File: config.mk
export PLATFORM = sky130hd
export DESIGN_NAME = mips_reloc_fixup_walker
export DESIGN_NICKNAME = d
export VERILOG_FILES = /design/src/hdl/mrfw_pkg.sv /design/src/hdl/mrfw_in_stage.sv /design/src/hdl/mrfw_step.sv /design/src/hdl/mips_reloc_fixup_walker.sv
export SDC_FILE = /design/constraint.sdc
export NUM_CORES = 1
export LEC_CHECK = 0
export BUFFER_PORTS_ARGS = -buffer_cell sky130_fd_sc_hd__buf_2
export CAP_MARGIN = 25
export CORE_UTILIZATION = 50
export CTS_BUF_LIST = sky130_fd_sc_hd__clkbuf_8
export DETAILED_ROUTE_END_ITERATION = 16
export GPL_TIMING_DRIVEN = 0
export HOLD_SLACK_MARGIN = 0.02
export MAX_ROUTING_LAYER = met4
export PLACE_DENSITY = 0.69
export SLEW_MARGIN = 20
export SYNTH_ARGS = -nofsm -noshare
export SYNTH_HDL_FRONTEND = slang
export SYNTH_HIERARCHICAL = 1
export SYNTH_SLANG_ARGS = --single-unit
export TNS_END_PERCENT = 20
File: constraint.sdc
create_clock -name clk -period 4.5 [get_ports clk]
set_input_delay 0.225 -clock clk [delete_from_list [all_inputs] [get_ports clk]]
set_output_delay 0.225 -clock clk [all_outputs]
set_load 0.005 [all_outputs]
File: src/hdl/mrfw_pkg.sv
package mrfw_pkg;

    typedef enum logic [1:0]
    {
        PHASE_RUN = 2'd0,
        PHASE_OK  = 2'd1,
        PHASE_BAD = 2'd2
    } walk_phase_t;

    localparam int unsigned CFG_IDX_BITS = 3;

    localparam logic [CFG_IDX_BITS-1:0] CFG_LOAD_BASE     = 3'd0;
    localparam logic [CFG_IDX_BITS-1:0] CFG_IMAGE_BYTES   = 3'd1;
    localparam logic [CFG_IDX_BITS-1:0] CFG_END_MARKER    = 3'd2;
    localparam logic [CFG_IDX_BITS-1:0] CFG_PATCH_ENABLE  = 3'd3;
    localparam logic [CFG_IDX_BITS-1:0] CFG_CODE_WORD     = 3'd4;
    localparam logic [CFG_IDX_BITS-1:0] CFG_CODE_HIGH     = 3'd5;
    localparam logic [CFG_IDX_BITS-1:0] CFG_CODE_LOW      = 3'd6;

    localparam logic [31:0] HI_BIAS       = 32'h0000_8000;
    localparam logic [31:0] HIGH_MASK     = 32'hFFFF_0000;
    localparam logic [31:0] OFFSET_STEP   = 32'd4;
    localparam logic [31:0] END_MARKER_RST = 32'hFFFF_FFFF;

    localparam int unsigned OUT_CNT_BITS = 24;

    typedef struct packed
    {
        logic        stream_last;
        logic [31:0] image_word;
        logic [31:0] stream_word;
    } mrfw_item_t;

    typedef struct packed
    {
        logic [OUT_CNT_BITS-1:0] addend_total;
        logic [OUT_CNT_BITS-1:0] range_miss_total;
        logic [OUT_CNT_BITS-1:0] kind3_total;
        logic [OUT_CNT_BITS-1:0] kind2_total;
        logic [OUT_CNT_BITS-1:0] kind1_total;
        logic [OUT_CNT_BITS-1:0] kind0_total;
        logic [OUT_CNT_BITS-1:0] fixup_total;
        walk_phase_t             walk_status;
        logic [31:0]             write_data;
        logic [31:0]             write_offset;
        logic                    write_en;
    } mrfw_result_t;

    typedef struct packed
    {
        logic                    we;
        logic [CFG_IDX_BITS-1:0] index;
        logic [31:0]             data;
    } mrfw_cfg_t;

endpackage

File: src/hdl/mrfw_in_stage.sv
module mrfw_in_stage
(
    input  logic               clk,
    input  logic               rst_n,
    input  logic               in_valid,
    output logic               in_ready,
    input  mrfw_pkg::mrfw_item_t in_item,
    input  logic               take,
    output logic               item_valid,
    output mrfw_pkg::mrfw_item_t item
);

    logic                 valid_reg;
    logic                 valid_next;
    mrfw_pkg::mrfw_item_t item_reg;

    assign in_ready   = !valid_reg || take;
    assign valid_next = in_ready ? in_valid : valid_reg;

    always_ff @(posedge clk or negedge rst_n)
    begin
        if (!rst_n)
        begin
            valid_reg <= 1'b0;
        end
        else
        begin
            valid_reg <= valid_next;
        end
    end

    always_ff @(posedge clk)
    begin
        if (in_valid && in_ready)
        begin
            item_reg <= in_item;
        end
    end

    assign item_valid = valid_reg;
    assign item       = item_reg;

endmodule

File: src/hdl/mrfw_step.sv
module mrfw_step
#(
    parameter int unsigned COUNT_BITS = 24
)
(
    input  logic                   clk,
    input  logic                   rst_n,
    input  mrfw_pkg::mrfw_cfg_t    cfg,
    input  logic                   fire,
    input  mrfw_pkg::mrfw_item_t   item,
    output mrfw_pkg::mrfw_result_t result
);

    localparam int unsigned CW = COUNT_BITS;

    logic [31:0] load_base_reg;
    logic [31:0] image_bytes_reg;
    logic [31:0] end_marker_reg;
    logic        patch_enable_reg;
    logic [1:0]  code_word_reg;
    logic [1:0]  code_high_reg;
    logic [1:0]  code_low_reg;

    logic                  await_reg, await_next;
    logic                  skip_reg, skip_next;
    logic [31:0]           held_offset_reg, held_offset_next;
    logic [31:0]           held_word_reg, held_word_next;
    mrfw_pkg::walk_phase_t phase_reg, phase_next;
    logic [CW-1:0]         entry_reg, entry_next;
    logic [CW-1:0]         kind_reg [4];
    logic [CW-1:0]         kind_next [4];
    logic [CW-1:0]         miss_reg, miss_next;
    logic [CW-1:0]         addend_reg, addend_next;

    logic [31:0] sw;
    logic [31:0] iw;
    logic        last;
    logic [31:0] off;
    logic [1:0]  kind;
    logic        miss;
    logic [31:0] hi_sum;
    logic [31:0] jump_sum;
    logic        wen;
    logic [31:0] woff;
    logic [31:0] wdata;

    function automatic logic [CW-1:0] sat_inc(input logic [CW-1:0] c);
        logic [CW-1:0] r;
        begin
            r = (&c) ? c : (c + {{(CW-1){1'b0}}, 1'b1});
            return r;
        end
    endfunction

    function automatic logic [mrfw_pkg::OUT_CNT_BITS-1:0] to_out(input logic [CW-1:0] c);
        logic [CW+mrfw_pkg::OUT_CNT_BITS-1:0] ext;
        begin
            ext = {{mrfw_pkg::OUT_CNT_BITS{1'b0}}, c};
            return ext[mrfw_pkg::OUT_CNT_BITS-1:0];
        end
    endfunction

    assign sw   = item.stream_word;
    assign iw   = item.image_word;
    assign last = item.stream_last;
    assign off  = {sw[31:2], 2'b00};
    assign kind = sw[1:0];
    assign miss = ({1'b0, off} + {1'b0, mrfw_pkg::OFFSET_STEP}) > {1'b0, image_bytes_reg};
    assign hi_sum   = sw + load_base_reg + mrfw_pkg::HI_BIAS;
    assign jump_sum = {4'd0, iw[25:0], 2'b00} + load_base_reg;

    always_comb
    begin
        await_next       = await_reg;
        skip_next        = skip_reg;
        held_offset_next = held_offset_reg;
        held_word_next   = held_word_reg;
        phase_next       = phase_reg;
        entry_next       = entry_reg;
        miss_next        = miss_reg;
        addend_next      = addend_reg;
        for (int k = 0; k < 4; k++)
        begin
            kind_next[k] = kind_reg[k];
        end
        wen   = 1'b0;
        woff  = 32'd0;
        wdata = 32'd0;

        if (fire && (phase_reg == mrfw_pkg::PHASE_RUN))
        begin
            if (await_reg)
            begin
                await_next  = 1'b0;
                addend_next = sat_inc(addend_reg);
                if (!skip_reg && patch_enable_reg)
                begin
                    wen   = 1'b1;
                    woff  = held_offset_reg;
                    wdata = (held_word_reg & mrfw_pkg::HIGH_MASK) | {16'd0, hi_sum[31:16]};
                end
                skip_next = 1'b0;
                if (last)
                begin
                    phase_next = mrfw_pkg::PHASE_BAD;
                end
            end
            else if (sw == end_marker_reg)
            begin
                phase_next = mrfw_pkg::PHASE_OK;
            end
            else
            begin
                entry_next = sat_inc(entry_reg);
                for (int k = 0; k < 4; k++)
                begin
                    if (kind == k[1:0])
                    begin
                        kind_next[k] = sat_inc(kind_reg[k]);
                    end
                end
                if (miss)
                begin
                    miss_next = sat_inc(miss_reg);
                    if ((kind == code_high_reg) && (kind != code_word_reg) && !last)
                    begin
                        await_next = 1'b1;
                        skip_next  = 1'b1;
                    end
                end
                else if (kind == code_word_reg)
                begin
                    wen   = patch_enable_reg;
                    wdata = iw + load_base_reg;
                end
                else if (kind == code_high_reg)
                begin
                    if (!last)
                    begin
                        await_next       = 1'b1;
                        skip_next        = 1'b0;
                        held_offset_next = off;
                        held_word_next   = iw;
                    end
                end
                else if (kind == code_low_reg)
                begin
                    wen   = patch_enable_reg;
                    wdata = {iw[31:16], iw[15:0] + load_base_reg[15:0]};
                end
                else
                begin
                    wen   = patch_enable_reg;
                    wdata = {iw[31:26], jump_sum[27:2]};
                end
                if (wen)
                begin
                    woff = off;
                end
                else
                begin
                    wdata = 32'd0;
                end
                if (last)
                begin
                    phase_next = mrfw_pkg::PHASE_BAD;
                end
            end
        end
    end

    always_comb
    begin
        result.write_en         = wen;
        result.write_offset     = woff;
        result.write_data       = wdata;
        result.walk_status      = phase_next;
        result.fixup_total      = to_out(entry_next);
        result.kind0_total      = to_out(kind_next[0]);
        result.kind1_total      = to_out(kind_next[1]);
        result.kind2_total      = to_out(kind_next[2]);
        result.kind3_total      = to_out(kind_next[3]);
        result.range_miss_total = to_out(miss_next);
        result.addend_total     = to_out(addend_next);
    end

    always_ff @(posedge clk or negedge rst_n)
    begin
        if (!rst_n)
        begin
            load_base_reg    <= 32'd0;
            image_bytes_reg  <= 32'd0;
            end_marker_reg   <= mrfw_pkg::END_MARKER_RST;
            patch_enable_reg <= 1'b1;
            code_word_reg    <= 2'd0;
            code_high_reg    <= 2'd1;
            code_low_reg     <= 2'd2;
        end
        else if (cfg.we)
        begin
            case (cfg.index)
                mrfw_pkg::CFG_LOAD_BASE:    load_base_reg    <= cfg.data;
                mrfw_pkg::CFG_IMAGE_BYTES:  image_bytes_reg  <= cfg.data;
                mrfw_pkg::CFG_END_MARKER:   end_marker_reg   <= cfg.data;
                mrfw_pkg::CFG_PATCH_ENABLE: patch_enable_reg <= cfg.data[0];
                mrfw_pkg::CFG_CODE_WORD:    code_word_reg    <= cfg.data[1:0];
                mrfw_pkg::CFG_CODE_HIGH:    code_high_reg    <= cfg.data[1:0];
                mrfw_pkg::CFG_CODE_LOW:     code_low_reg     <= cfg.data[1:0];
                default:
                begin
                end
            endcase
        end
    end

    always_ff @(posedge clk or negedge rst_n)
    begin
        if (!rst_n)
        begin
            await_reg       <= 1'b0;
            skip_reg        <= 1'b0;
            held_offset_reg <= 32'd0;
            held_word_reg   <= 32'd0;
            phase_reg       <= mrfw_pkg::PHASE_RUN;
            entry_reg       <= '0;
            miss_reg        <= '0;
            addend_reg      <= '0;
            for (int k = 0; k < 4; k++)
            begin
                kind_reg[k] <= '0;
            end
        end
        else
        begin
            await_reg       <= await_next;
            skip_reg        <= skip_next;
            held_offset_reg <= held_offset_next;
            held_word_reg   <= held_word_next;
            phase_reg       <= phase_next;
            entry_reg       <= entry_next;
            miss_reg        <= miss_next;
            addend_reg      <= addend_next;
            for (int k = 0; k < 4; k++)
            begin
                kind_reg[k] <= kind_next[k];
            end
        end
    end

endmodule

File: src/hdl/mips_reloc_fixup_walker.sv
// The result of a transaction accepted on the slave side passes through the input register and
// the result register before it is offered on the master side.
// One transaction per cycle unless m_tready stalls the output; walk state is updated per word.
// Two registers (input and result) let a new word be accepted while a result waits.
// Reset clears the walk state, all counters and the valid flags of both registers, and sets
// every configuration register to its default value.
module mips_reloc_fixup_walker
#(
    parameter int unsigned COUNT_BITS = 24
)
(
    input  logic         clk,
    input  logic         rst_n,
    input  logic         cfg_we,
    input  logic [2:0]   cfg_index,
    input  logic [31:0]  cfg_data,
    input  logic         s_tvalid,
    output logic         s_tready,
    input  logic [63:0]  s_tdata,  // stream_word[31:0], image_word[63:32]
    input  logic         s_tlast,
    output logic         m_tvalid,
    input  logic         m_tready,
    output logic [239:0] m_tdata,  // write_offset, write_data, walk_status, fixup_total,
                                   // kind0_total .. kind3_total, range_miss_total,
                                   // addend_total, zero fill
    output logic         m_tuser   // write_en
);

    mrfw_pkg::mrfw_item_t   in_item;
    mrfw_pkg::mrfw_item_t   item;
    mrfw_pkg::mrfw_cfg_t    cfg;
    mrfw_pkg::mrfw_result_t result;
    mrfw_pkg::mrfw_result_t out_reg;
    logic                   item_valid;
    logic                   take;
    logic                   out_valid_reg;
    logic                   out_valid_next;

    assign in_item.stream_word = s_tdata[31:0];
    assign in_item.image_word  = s_tdata[63:32];
    assign in_item.stream_last = s_tlast;

    assign cfg.we    = cfg_we;
    assign cfg.index = cfg_index;
    assign cfg.data  = cfg_data;

    assign take = !out_valid_reg || m_tready;

    mrfw_in_stage u_in
    (
        .clk        (clk),
        .rst_n      (rst_n),
        .in_valid   (s_tvalid),
        .in_ready   (s_tready),
        .in_item    (in_item),
        .take       (take),
        .item_valid (item_valid),
        .item       (item)
    );

    mrfw_step #(.COUNT_BITS(COUNT_BITS)) u_step
    (
        .clk    (clk),
        .rst_n  (rst_n),
        .cfg    (cfg),
        .fire   (item_valid && take),
        .item   (item),
        .result (result)
    );

    assign out_valid_next = take ? item_valid : out_valid_reg;

    always_ff @(posedge clk or negedge rst_n)
    begin
        if (!rst_n)
        begin
            out_valid_reg <= 1'b0;
        end
        else
        begin
            out_valid_reg <= out_valid_next;
        end
    end

    always_ff @(posedge clk)
    begin
        if (item_valid && take)
        begin
            out_reg <= result;
        end
    end

    assign m_tvalid = out_valid_reg;
    assign m_tuser  = out_reg.write_en;
    assign m_tdata  = {6'd0,
                       out_reg.addend_total,
                       out_reg.range_miss_total,
                       out_reg.kind3_total,
                       out_reg.kind2_total,
                       out_reg.kind1_total,
                       out_reg.kind0_total,
                       out_reg.fixup_total,
                       out_reg.walk_status,
                       out_reg.write_data,
                       out_reg.write_offset};

endmodule

==> run metrics, run 1 <==
critical path startpoint u_in/item[5]; yosys warns 6; met1 Track Usage GR 34.1%; busiest grt layer met2; initial DRC count 1,356; met3 Resource Use GR 4.19%; worst slew pin tran 1130 ps; failing checks negative setup slack; launch point of the worst reg-to-reg path u_in/item[5]; setup ws final -110 ps; DP Area 32,300 sq um; Total Power 0.0163 W; grt met2 use 41.5%; Mapped Area 29,400 sq um; Synth Flop Type edfxtp_1; sequential area share after synthesis 58.3%; Worst-Skew Late Latency 720 ps; Post-synth EDFFs 300; TritonCTS Buffers 101; Rows 88; Max Cap Viol 0; VDD IR-drop max 0.000281 V; WL per Instance 20.4 um; gpl congestion 0.927; Final setup viols 18; unique cell type count in the Yosys netlist 88; total grt overflow 0; reg2reg setup slack -110 ps; io pins 348; status finished, violations left; Async S/R FF share, synth 51.8%; Critical Path Start Type flop; crit path max fanout 5; global-route wire length before repair 117,000 um; vias in the first global route 20,800; Post-Route WL 77,800 um; Die H 244 um; clock sink count 623; CORE AREA 57,900 sq um; initial antenna violation count 3; post-route cell area 36,500 sq um; Rel. slew slack 23.8%; Min-Delay Path Class in -> async; largest net degree at the start of global routing 97; Root Driver clkbuf_8; reg2reg end m_tdata[199]; Reg2Reg Depth 20; pwr/cell area 446 nW/um^2; worst hold slack 67.7 ps; max reg flops 234; total track usage 26.4%; number of I/O port buffers 339; Synth Register Bits 623; most common cell after layout, fill and taps aside buf_2; fin crit share 102%; crit path DAT 5060 ps; synth-to-layout area growth 24.0%; Slew Viols, Final 0; Req. time, crit path 4950 ps; layout cells sized above 1 27.8%; Core Util, Final 62.9%; remaining antenna violation count after routing 0; RSZ-0062 raised after global routing true; worst slack, placed -1300 ps; Die W 244 um; Clock transition at path regs 60 ps; Cells after Synth 2,342; TritonCTS clock tree yes; fin crit period 4610 ps; post-route clock skew 51.4 ps; fmax 217 MHz; die area 59,800 sq um; CP endpoint kind flop; Nets 3,206; most frequent cells in the layout buf_2, edfxtp_1, dfrtp_1, nand2_1, xnor2_1; Syn Area/Cell 12.6 sq um; DRT Pass-1 Iters 8; Vias/cell 5.45; Initial Utilization 50.8%; dpl hpwl 55,700 um; total number of vias 20,700; final hold vios 0; number of remaining DRC errors 0; Setup CP Type reg -> reg; leakage 16.1 nW; CTS HTree Levels 3; clk buf depth 3
[critical path, cell delays in order (launching register included)]
cell and delay, ps:
edfxtp_1 400, buf_6 130, and4_4 240, and3_4 180, nand4_1 200, or3_4 430
inv_4 90, nand2_4 50, xnor2_2 130, ha_1 300, nand4_1 160, or2_4 270
a211o_1 220, o211ai_1 180, a211oi_4 140, buf_6 160, a311oi_4 280, and4_4 350
buf_8 160, nand3_4 100, xnor2_4 170
[worst max-delay path by stage]
| stage | slack, ps | cells past startpoint | endpoint |
|---|---|---|---|
| 2_1_floorplan | -30 | 11 | m_tdata[159] |
| 3_3_place_gp | -3210 | 1 | u_step/entry_reg[19] |
| 3_5_place_dp | -1300 | 18 | m_tdata[8] |
| 4_1_cts | -90 | 20 | m_tdata[209] |
| 5_1_grt | -300 | 20 | m_tdata[209] |
| 6_report | -110 | 20 | m_tdata[199] |
[per-layer routing]
metal  up-vias  part of all wire [%]
li1       9724                     -
met1     10200                    43
met2       614                    48
met3       175                   5.4
met4         0                   3.7
met5         -                     0
[cells in the mapped netlist (10+ instances only)]
| cell | n | area share (%) |
|---|---|---|
| a221oi_1 | 10 | 0.30 |
| dfrtp_1 | 288 | 25 |
| inv_1 | 79 | 1.0 |
| nor4_1 | 15 | 0.32 |
| xor2_1 | 102 | 3.0 |
| and4_1 | 14 | 0.42 |
| a21oi_1 | 90 | 1.5 |
| mux2i_1 | 32 | 1.1 |
| xnor2_1 | 187 | 5.6 |
| and2_1 | 16 | 0.34 |
| dfstp_2 | 35 | 3.1 |
| nand2_1 | 190 | 2.4 |
| ha_1 | 153 | 6.5 |
| buf_2 | 16 | 0.27 |
| clkbuf_1 | 28 | 0.36 |
| a21o_1 | 44 | 1.1 |
| edfxtp_1 | 300 | 31 |
| and3_1 | 41 | 0.87 |
| mux2_2 | 121 | 4.6 |
| nand4_1 | 43 | 0.92 |
| nand2b_1 | 16 | 0.34 |
| nor2_1 | 127 | 1.6 |
| nor3_1 | 24 | 0.41 |
| nand3_1 | 89 | 1.5 |
| o21ai_0 | 95 | 1.6 |
| buf_4 | 13 | 0.33 |
| a31oi_1 | 12 | 0.26 |
[kinds of logic (layout without fill, tap and decap cells)]
| family | Yosys count | count (layout) | share of synthesized area (%) |
|---|---|---|---|
| adder cells (fa/ha/maj) | 155 | 155 | 6.65 |
| AO/OA/AOI/OAI | 340 | 340 | 7.44 |
| flip-flops | 623 | 623 | 58.3 |
| multiplexers | 153 | 153 | 5.72 |
| buffers and inverters | 140 | 825 | 2.09 |
| AND/OR/NAND/NOR | 640 | 641 | 11.2 |
| other | 2 | 13 | 0.0255 |
| XOR/XNOR | 289 | 289 | 8.61 |
[power by group]
part / leakage [nW] / internal, W / switching, W
logic: 7.72 / 0.00170 / 0.00224
registers: 7.12 / 0.00679 / 0.000492
clock network: 1.21 / 0.00270 / 0.00234
total: 16.1 / 0.0112 / 0.00507
[final cells by class]
class                   instances  area, sq um
diodes                          5         12.5
flip-flops and latches        623        17100
fillers                      4545        21500
clock buffers                 117         1610
inverters                      79          304
repair buffers                494         3360
plain buffers                  61          364
multi-input cells            1586        12200
well taps                     765          957
clock inverters                74          498
[stage by stage]
step	TNS, ps	instances
finish	-899	3804
floorplan	-181	2348
global placement	-1382830	3452
detailed placement	-125700	3460
CTS	-433	3780
global route	-12330	3802
[timing repair]
item / 4_1_cts / 5_1_grt
buffers inserted: 23 / 19
cloned: 1 / 1
endpoints found under the hold margin: 369 / 0
resized for setup: 49 / 83
pin swaps: 19 / 24
hold buffers: 105 / 0
endpoints found under the setup margin: 158 / 212
(Power assumes the default switching activity.)
==> inputs of run 2 (changes only) <==
--- a/config.mk
+++ b/config.mk
@@ -5,15 +5,18 @@
 export SDC_FILE = /design/constraint.sdc
 export NUM_CORES = 1
 export LEC_CHECK = 0
+export ABC_CLOCK_PERIOD_IN_PS = 4500
 export BUFFER_PORTS_ARGS = -buffer_cell sky130_fd_sc_hd__buf_2
 export CAP_MARGIN = 25
-export CORE_UTILIZATION = 50
+export CELL_PAD_IN_SITES_DETAIL_PLACEMENT = 0
+export CELL_PAD_IN_SITES_GLOBAL_PLACEMENT = 1
+export CORE_UTILIZATION = 45
 export CTS_BUF_LIST = sky130_fd_sc_hd__clkbuf_8
 export DETAILED_ROUTE_END_ITERATION = 16
 export GPL_TIMING_DRIVEN = 0
 export HOLD_SLACK_MARGIN = 0.02
 export MAX_ROUTING_LAYER = met4
-export PLACE_DENSITY = 0.69
+export PLACE_DENSITY = 0.75
 export SLEW_MARGIN = 20
 export SYNTH_ARGS = -nofsm -noshare
 export SYNTH_HDL_FRONTEND = slang
==> run metrics, run 2 (synthesized netlist as in run 1, its figures left out) <==
Die H 258 um (was 244 um); dpl hpwl 57,300 um (was 55,700 um); CTS HTree Levels 3 (unchanged); crit-path max cell delay 450 ps (was 430 ps); VDD IR-drop max 0.000232 V (was 0.000281 V); WL per Instance 20.5 um (was 20.4 um); register area 17,100 sq um (unchanged); worst slew pin tran 1070 ps (was 1130 ps); failing checks negative setup slack (unchanged); number of I/O port buffers 339 (unchanged); Rows 93 (was 88); Worst-Skew Late Latency 720 ps (about the same); DP Area 32,400 sq um (was 32,300 sq um); DRT Pass-1 Iters 5 (was 8); worst path cell trace buf_6, and4_4, and3_4, nand4_1, or3_4, inv_4, nand2_2, xnor2_1, ha_1, nand4_1, or2_4, a211o_1, o211ai_1, a211oi_4, buf_6, a311oi_4, and4_4, buf_12, nand3_2, xnor2_2 (was buf_6, and4_4, and3_4, nand4_1, or3_4, inv_4, nand2_4, xnor2_2, ha_1, nand4_1, or2_4, a211o_1, o211ai_1, a211oi_4, buf_6, a311oi_4, and4_4, buf_8, nand3_4, xnor2_4); number of remaining DRC errors 0 (unchanged); Req. time, crit path 4950 ps (about the same); most frequent cells in the layout buf_2, edfxtp_1, dfrtp_1, nand2_1, xnor2_1 (unchanged); area occupied by multi-input gates 12,300 sq um (was 12,200 sq um); setup ws final -92.6 ps (was -110 ps); post-route clock skew 53.7 ps (was 51.4 ps); final hold vios 0 (unchanged); initial antenna violation count 2 (was 3); fin crit share 102% (about the same); Initial Utilization 45.6% (was 50.8%); total grt overflow 0 (unchanged); synth-to-layout area growth 25.0% (was 24.0%); largest net degree at the start of global routing 92 (was 97); delay-heaviest family, CP simple AND/OR/NAND/NOR gates (unchanged); initial DRC count 1,288 (was 1,356); Min-Delay Path Class in -> async (unchanged); most common cell after layout, fill and taps aside buf_2 (unchanged); post-route cell area 36,800 sq um (was 36,500 sq um); Die W 258 um (was 244 um); status finished, violations left (unchanged); Vias/cell 5.29 (was 5.45); fillcell total 5,496 (was 4,545); layout cells sized above 1 28.7% (was 27.8%); CP max-delay cell or3_4 (unchanged); Total Power 0.0164 W (was 0.0163 W); Critical Path Start Type flop (unchanged); Final setup viols 13 (was 18); max reg flops 234 (unchanged); crit path DAT 5050 ps (was 5060 ps); leakage 16.1 nW (about the same); Root Driver clkbuf_8 (unchanged); Buf+Inv Stages, Crit Path 4 (unchanged); total track usage 24.6% (was 26.4%); global-route wire length before repair 121,000 um (was 117,000 um); Post-Route WL 79,800 um (was 77,800 um); remaining antenna violation count after routing 0 (unchanged); io pins 348 (unchanged); TritonCTS Buffers 102 (was 101); RSZ-0062 raised after global routing true (unchanged); total number of vias 20,600 (was 20,700); CP endpoint kind flop (unchanged); Clock transition at path regs 70 ps (was 60 ps); clock sink count 623 (unchanged); Rel. slew slack 28.8% (was 23.8%); TritonCTS clock tree yes (unchanged); pwr/cell area 445 nW/um^2 (was 446 nW/um^2); vias in the first global route 20,900 (was 20,800); die area 66,400 sq um (was 59,800 sq um); clk buf depth 3 (unchanged); Nets 3,207 (was 3,206); gpl congestion 0.897 (was 0.927); CORE AREA 64,500 sq um (was 57,900 sq um); fin crit period 4590 ps (was 4610 ps); fmax 218 MHz (was 217 MHz); Max Cap Viol 0 (unchanged); Setup CP Type reg -> reg (unchanged); Slew Viols, Final 0 (unchanged); crit path max fanout 5 (unchanged)
[run 2: path summary, 6_finish.rpt]
check,from,end,slack [ps],cells after the start
setup / recovery,u_in/item[4],m_tdata[199],-90,20
hold / removal,rst_n,u_step/load_base_reg[1],110,2
setup reg to reg,u_in/item[4],m_tdata[199],-90,20
hold reg to reg,u_step/miss_reg[8],u_step/miss_reg[8],480,1
max in group asynchronous,rst_n,u_step/kind_reg[30],3080,4
min in group clk,s_tdata[2],u_in/item[2],230,2
[run 2: routing by layer]
layer / wire length [um] / share of wire, % / up-vias / track usage, %
li1: - / - / 9709 / -
met1: 35400 / 44 / 10200 / 31.8
met2: 38600 / 48 / 574 / 39.7
met3: 3490 / 4.4 / 131 / 3.51
met4: 2340 / 2.9 / 0 / 8.23
met5: 0 / 0 / - / -
[run 2: report_power, final]
group | switching, W | internal [W] | total, W
sequential | 0.000492 | 0.00679 | 0.00728
clock | 0.00239 | 0.00269 | 0.00508
combinational | 0.00228 | 0.00172 | 0.00399
[run 2: per-stage QoR]
step,setup slack (ps),util (%),hold slack [ps],std cells,TNS [ps]
after global routing,-299,57.0,149,3890,-13110
after global placement,-3450,50.0,401,3542,-1485660
final,-92.6,57.0,113,3890,-821
after floorplan,-30.3,-,-70.6,2348,-181
after detailed placement,-1360,50.3,280,3550,-118870
after CTS,-46.6,55.9,84.4,3872,-414
[run 2: timing repair]
item                                   CTS  global route
cloned                                   1             3
setup buffers                           23            13
resized for setup                       53           119
pin swaps                               15            30
hold buffers                           107             0
setup endpoints to repair              157           162
endpoints found under the hold margin  255             0
[run 2: layout make-up]
cell class / count / share of cell area, %
inverter: 79 / 0.820
multi-input combinational: 1585 / 33.5
clock buffer: 116 / 4.34
tap: 855 / 2.91
sequential: 623 / 46.6
timing repair buffer: 495 / 9.27
buffer: 61 / 1.12
clock inverter: 75 / 1.40
antenna: 1 / 0.00681
